===== config.mk =====
export PLATFORM = sky130hd
export DESIGN_NAME = sdssp_front
export DESIGN_NICKNAME = d
export VERILOG_FILES = /design/src/hw/rtl/sdssp_pkg.sv /design/src/hw/rtl/sdssp_front.sv
export SDC_FILE = /design/constraint.sdc
export NUM_CORES = 1
export LEC_CHECK = 0
export ABC_AREA = 1
export BUFFER_PORTS_ARGS = -buffer_cell sky130_fd_sc_hd__buf_2
export CAP_MARGIN = 20
export CORE_MARGIN = 1.5
export CORE_UTILIZATION = 45
export CTS_CLUSTER_SIZE = 12
export DETAILED_ROUTE_END_ITERATION = 7
export PLACE_DENSITY = 0.74
export SYNTH_ARGS = -nofsm -noshare
export SYNTH_HDL_FRONTEND = slang
export SYNTH_SLANG_ARGS = --single-unit

===== constraint.sdc =====
create_clock -name clk -period 2.3 [get_ports clk]
set_input_delay 0.23 -clock clk [delete_from_list [all_inputs] [get_ports clk]]
set_output_delay 0.23 -clock clk [all_outputs]
set_load 0.02 [all_outputs]

===== src/hw/rtl/sdssp_pkg.sv =====
// Shared types, constants and segment lookup for the seven-segment packer.
package sdssp_pkg;

  // Number of digit positions on the display
  localparam int NUM_POS = 7;
  localparam int SEG_W   = 7;
  localparam int SEGS_W  = NUM_POS * SEG_W;

  // Front stage, digit cells, output register
  localparam int PIPE_LAT = NUM_POS + 2;

  // Reciprocal of ten: q = (x * RECIP10) >> RECIP_SHIFT for any 32-bit x
  localparam logic [31:0] RECIP10     = 32'hCCCC_CCCD;
  localparam int          RECIP_SHIFT = 35;

  localparam logic [6:0]  SEG_MINUS = 7'h40;
  localparam logic [15:0] POINT_BIT = 16'h0400;

  // Magnitude below this: indicator bytes take positions 5 and 6
  localparam logic [31:0] IND_LIMIT = 32'd100000;

  // Control carried along the cell chain
  typedef struct packed {
    logic       valid;     // transaction present in this stage
    logic       neg;       // minus still to be placed
    logic [2:0] rem;       // digits still to be shown
    logic       is_short;  // magnitude below IND_LIMIT
  } ctrl_t;

  // Decimal digit to segment pattern
  function automatic logic [6:0] digit_seg(input logic [3:0] d);
    logic [6:0] s;
    unique case (d)
      4'd0: s = 7'h3F;
      4'd1: s = 7'h06;
      4'd2: s = 7'h5B;
      4'd3: s = 7'h4F;
      4'd4: s = 7'h66;
      4'd5: s = 7'h6D;
      4'd6: s = 7'h7D;
      4'd7: s = 7'h07;
      4'd8: s = 7'h7F;
      4'd9: s = 7'h6F;
      default: s = 7'h00;
    endcase
    return s;
  endfunction

endpackage


===== src/hw/rtl/sdssp_front.sv =====
// Front stage: sign, magnitude and digit count of the incoming value.
module sdssp_front (
  input  logic                  clk,
  input  logic                  rst_n,
  input  logic                  take,
  input  logic signed [31:0]    value,
  input  logic [15:0]           ind,
  output sdssp_pkg::ctrl_t      ctrl_o,
  output logic [31:0]           mag_o,
  output logic [15:0]           ind_o
);
  import sdssp_pkg::*;

  logic        neg;
  logic [31:0] mag;
  logic [2:0]  count;
  ctrl_t       ctrl_nxt;
  ctrl_t       ctrl_r;
  logic [31:0] mag_r;
  logic [15:0] ind_r;

  // Two's complement magnitude; most negative value stays 2^31
  assign neg = value[31];
  assign mag = neg ? (32'd0 - value) : value;

  // Digit count, at least two
  always_comb begin
    if (mag >= 32'd1000000)     count = 3'd7;
    else if (mag >= 32'd100000) count = 3'd6;
    else if (mag >= 32'd10000)  count = 3'd5;
    else if (mag >= 32'd1000)   count = 3'd4;
    else if (mag >= 32'd100)    count = 3'd3;
    else                        count = 3'd2;
  end

  always_comb begin
    ctrl_nxt.valid    = take;
    ctrl_nxt.neg      = neg;
    ctrl_nxt.rem      = count;
    ctrl_nxt.is_short = (mag < IND_LIMIT);
  end

  // Stage register; only the valid flag is reset
  always_ff @(posedge clk) begin
    if (!rst_n) begin
      ctrl_r.valid <= 1'b0;
    end else begin
      ctrl_r.valid <= ctrl_nxt.valid;
    end
    ctrl_r.neg      <= ctrl_nxt.neg;
    ctrl_r.rem      <= ctrl_nxt.rem;
    ctrl_r.is_short <= ctrl_nxt.is_short;
    mag_r           <= mag;
    ind_r           <= ind;
  end

  assign ctrl_o = ctrl_r;
  assign mag_o  = mag_r;
  assign ind_o  = ind_r;

endmodule


# [Yosys cells after proc, flatten, opt, wreduce, memory -nomap -nowiden]
# Index checks and enable logic that the tools add are counted.
[word_totals] latch_bits=0 ramBits=0 elab_cells=22 input_bits=51 mem_count=0 output_inout_bits=54 ff_bits=54 mem_bits_ro=0
[classes] div_mod_pow=0 n_mux=5 reduce_logical=2 add_sub_neg=1 magnitude_cmp=6 n_eq_ne=0 multipliers=0 n_bitwise=0 shifts=0
[ops] cell="32-bit by 10-bit >= comparator with 1-bit output (second input constant)" count=1
[ops] cell="32-bit by 14-bit >= comparator with 1-bit output (second input constant)" count=1
[ops] cell="32-bit by 17-bit >= comparator with 1-bit output (second input constant)" count=1
[ops] cell="32-bit by 20-bit >= comparator with 1-bit output (second input constant)" count=1
[ops] cell="32-bit by 7-bit >= comparator with 1-bit output (second input constant)" count=1
[ops] cell="32-bit by 17-bit less-than comparator with 1-bit output (second input constant)" count=1
[ops] cell="32-bit 2-to-1 mux" count=1
[ops] cell="1-bit by 32-bit subtractor with 32-bit output (first input constant)" count=1
[ops] cell="2-bit 2-to-1 mux" count=2
[ops] cell="4-bit OR reduction" count=1
[ops] cell="1-bit 2-to-1 mux" count=2
[ops] cell="2-bit OR reduction" count=1

# [Logic depth before layout (Yosys ltp)]
[depth] word_depth=7 ltp_mapped=17 mapped_depth_nobuf=17

# [Worst setup path before layout]
# Ideal clock, no wire load.
[synth_timing] path_type="input port to flip-flop" startpoint="in value[0]" endpoint="reg ctrl_r (netlist bit ctrl_o[1])" required_ns=2.185 path_stages=15 setup_ns=0.115 slack_ns=0.550 n_path_buf=0 arrival_ns=1.635 cell_sequence="inv_1 ha_1 nand3_4 nor2_4 nand3_1 nand3_1 nand2_1 nor2_1 nand2_1 nor2_2 nand2_1 nor2_1 nand2_1 nand2_1 nand2_1"
[synth_via] elab_chain_len=7 elab_cells_between_ends=11 classes_between="1 x add/sub; 5 x order compare; 5 x mux"
[synth_rtl] item="start: declaration" line_no="sdssp_front.sv:6" rtl="input logic signed [31:0] value,"
[synth_rtl] item="1-bit by 32-bit subtractor with 32-bit output *" line_no="sdssp_front.sv:24" rtl="assign mag = neg ? (32'd0 - value) : value;"
[synth_rtl] item="32-bit 2-to-1 mux *" line_no="sdssp_front.sv:24"
[synth_rtl] item="via mag[20]" line_no="sdssp_front.sv:15" rtl="logic [31:0] mag;"
[synth_rtl] item="32-bit by 7-bit >= comparator with 1-bit output" line_no="sdssp_front.sv:32" rtl="else if (mag >= 32'd100) count = 3'd3;"
[synth_rtl] item="1-bit 2-to-1 mux" line_no="sdssp_front.sv:32"
[synth_rtl] item="2-bit 2-to-1 mux" line_no="sdssp_front.sv:31" rtl="else if (mag >= 32'd1000) count = 3'd4;"
[synth_rtl] item="2-bit 2-to-1 mux" line_no="sdssp_front.sv:30" rtl="else if (mag >= 32'd10000) count = 3'd5;"
[synth_rtl] item="1-bit 2-to-1 mux" line_no="sdssp_front.sv:29" rtl="else if (mag >= 32'd100000) count = 3'd6;"
[synth_rtl] item="end: declaration" line_no="sdssp_front.sv:18" rtl="ctrl_t ctrl_r;"
# The timed path passes the listed nets; every way through them passes the cells marked *.
# A chain may end at the register's enable or synchronous reset.

# [Worst setup path after layout]
# Ends and elaborated chain as after synthesis.

==> flow_summary.json <==
{
  "post-route-min-period_ns": 1.859,
  "worstMarginPinSlew_ns": 0.6284,
  "drt-met1-wl_um": 3369,
  "cts_made_buffers": 5,
  "grt_pass1_vias": 2727,
  "dp_hpwl_um": 6230,
  "tritoncts": "built",
  "path_buf_inv": 2,
  "criticalPathCategory": "input pin to register",
  "status": "completed",
  "io_buffers": 104,
  "grt_pass1_wl_um": 12210,
  "gr-total-overflow": 0,
  "die_y_um": 82.60,
  "synth.avg_cell_area_um2": 6.601,
  "cp.depth": 14,
  "post_cts_buffers": 0,
  "nFillCells": 606,
  "critPathLaunchType": "input pin",
  "power_uw": 1990,
  "ctsHoldBuffers": 0,
  "fin_setup_tns_ns": 0,
  "die_w_um": 82.60,
  "fmax_mhz": 537.9,
  "worstPathArrival_ns": 2.07,
  "peakVddDrop_uv": 313.0,
  "yosysWarnings": 0,
  "max_stage_delay_ns": 0.27,
  "grt_start_max_net_pins": 36,
  "routed_via_density": 4.852,
  "synth_fp_nets": 484,
  "cts_resized": 0,
  "highest_layer": "met4",
  "yosysSeqAreaShare_pct": 37.91,
  "synth.most_common_cell": "nand2_1",
  "vias": 2989,
  "clockRootBuffer": "clkbuf_8",
  "wl_per_cell_um": 12.31,
  "synthArstFlopShare_pct": 0,
  "track_usage_pct": 23.18,
  "h-tree-depth": 2,
  "slew-limit-headroom_pct": 58.10,
  "total_leakage_power_uw": 0.001895,
  "path_common_cell": "nand2_1",
  "drt_iter0_drc": 179,
  "wl_um": 7581,
  "synth_area_leaders": "dfxtp_1 38%, nand2_1 19%, nor2_1 7.9%",
  "antenna_found_initial": 0,
  "diodes": 0,
  "synth.cells.most_frequent": "147 x nand2_1, 60 x nor2_1, 54 x dfxtp_1",
  "num_io_pins": 105,
  "syn_area_um2": 2851,
  "path_delay_family": "simple AND/OR/NAND/NOR gates",
  "cp-end-kind": "register",
  "dr_wl_met2_um": 3568,
  "rsz0062_at_grt": "false",
  "syn_inst": 432,
  "synth_top_area_share_pct": 37.91,
  "synth_area_leader_cell": "dfxtp_1",
  "wl_met3_um": 484,
  "setup_violations": 0,
  "core_area_um2": 6026,
  "gp_congestion": 0.8907,
  "powerDensity_nw_per_um2": 561.0,
  "num_rows": 28,
  "hp-class": "input pin to register",
  "critical_path.cell_chain": "buf_2, inv_1, ha_1, nand3_4, nor2_4, nor2_1, nand2_1, nand2_1, nor2_2, nand3_1, o21ai_1, o21ai_0, a21oi_1, nand2_1",
  "max_cap_violations": 0,
  "synth_edf_count": 0,
  "cp-endpoint": "ctrl_o[1]",
  "yosys_most_used_dff": "dfxtp_1",
  "multi_input_area_um2": 1558,
  "cts.sink_count": 54,
  "dr.pass1.iters": 5,
  "clk_path_buf_depth": 2,
  "postSynthRegisterBits": 54,
  "yosysUniqueCellTypes": 26,
  "clk_pin_slew_ns": 0.09,
  "holdWs_ns": 0.01816,
  "drive_gt1_share_pct": 30.13,
  "fp.dieArea_um2": 6823,
  "crit_slowest_cell": "ha_1",
  "hold_violations": 0,
  "nNetsFinal": 593,
  "ant_nets": 0,
  "required_ns": 2.51,
  "finalCritPeriodShare_pct": 80.83,
  "drc_errors": 0,
  "syn_to_final_growth_pct": 24.40,
  "initial_core_util_pct": 47.32,
  "seqCellArea_um2": 1081,
  "startpoint": "value[0]",
  "critical_path.max_fanout": 6,
  "maxSlewViolCount": 0
}
## metal layers
| layer | global-route usage, % | up-vias |
|---|---|---|
| li1 | - | 1558 |
| met1 | 29.88 | 1301 |
| met2 | 39.11 | 116 |
| met3 | 3.736 | 14 |
| met4 | 7.833 | 0 |
| met5 | 0 | - |
## where the power goes
part | internal, µW | switching (µW)
Combinational | 149 | 309
Sequential | 996 | 12.5
Clock | 209 | 315
Total | 1350 | 636
## worst min path at each step
stage                         start        end  slack (ns)  cells after the start
after detailed placement    ind[10]  ind_o[10]        0.33                      1
after CTS                    ind[2]   ind_o[2]        0.01                      1
after floorplan           value[31]  ctrl_o[4]        0.26                      0
after global placement      ind[10]  ind_o[10]        0.33                      1
final                        ind[2]   ind_o[2]        0.02                      1
after global routing         ind[2]   ind_o[2]       0.005                      1
## kinds of logic after synthesis
kind of cell	after synthesis	synth area share [%]
xor+xnor	1	0.3072
fa+ha+maj	1	0.4387
compound gates	12	2.106
simple gates	310	51.78
buf+inv	54	7.459
flops	54	37.91
## registers in the layout, summed over array words and instances (netlist names)
| name | count |
|---|---|
| mag_o | 32 |
| ind_o | 16 |
| ctrl_o | 6 |
## layout make-up
cell class / instances / share of cell area [%]
Multi-Input combinational cell: 324 / 43.92
Tap cell: 75 / 2.646
Clock buffer: 5 / 1.940
Sequential cell: 54 / 30.48
Timing Repair Buffer: 108 / 15.52
Inverter: 48 / 5.079
Clock inverter: 2 / 0.4233
## cells in the final DEF (no fill, tap or decap), types with 2 or more instances in the layout
| master | n |
|---|---|
| a21oi_1 | 4 |
| buf_2 | 104 |
| buf_4 | 4 |
| clkbuf_8 | 5 |
| clkinvlp_4 | 2 |
| dfxtp_1 | 54 |
| inv_1 | 45 |
| inv_2 | 3 |
| nand2_1 | 147 |
| nand2_2 | 16 |
| nand2_4 | 2 |
| nand3_1 | 41 |
| nand3_2 | 4 |
| nand3b_1 | 6 |
| nand4_1 | 8 |
| nor2_1 | 60 |
| nor2_2 | 11 |
| nor2_4 | 9 |
| o21ai_0 | 6 |
| o21ai_1 | 2 |
## per-stage QoR
step | cell area, µm² | utilization, % | cells | worst slack, ns
4_1_cts | 3547 | 58.87 | 616 | 0.4766
6_report | 3547 | 58.87 | 616 | 0.4409
3_3_place_gp | 3463 | 57.48 | 609 | 0.1894
5_1_grt | 3547 | 58.87 | 616 | 0.1585
3_5_place_dp | 3463 | 57.48 | 609 | 0.1461
2_1_floorplan | 2851 | - | 432 | 0.5501
Note: power is estimated with default switching activity, not from simulation.
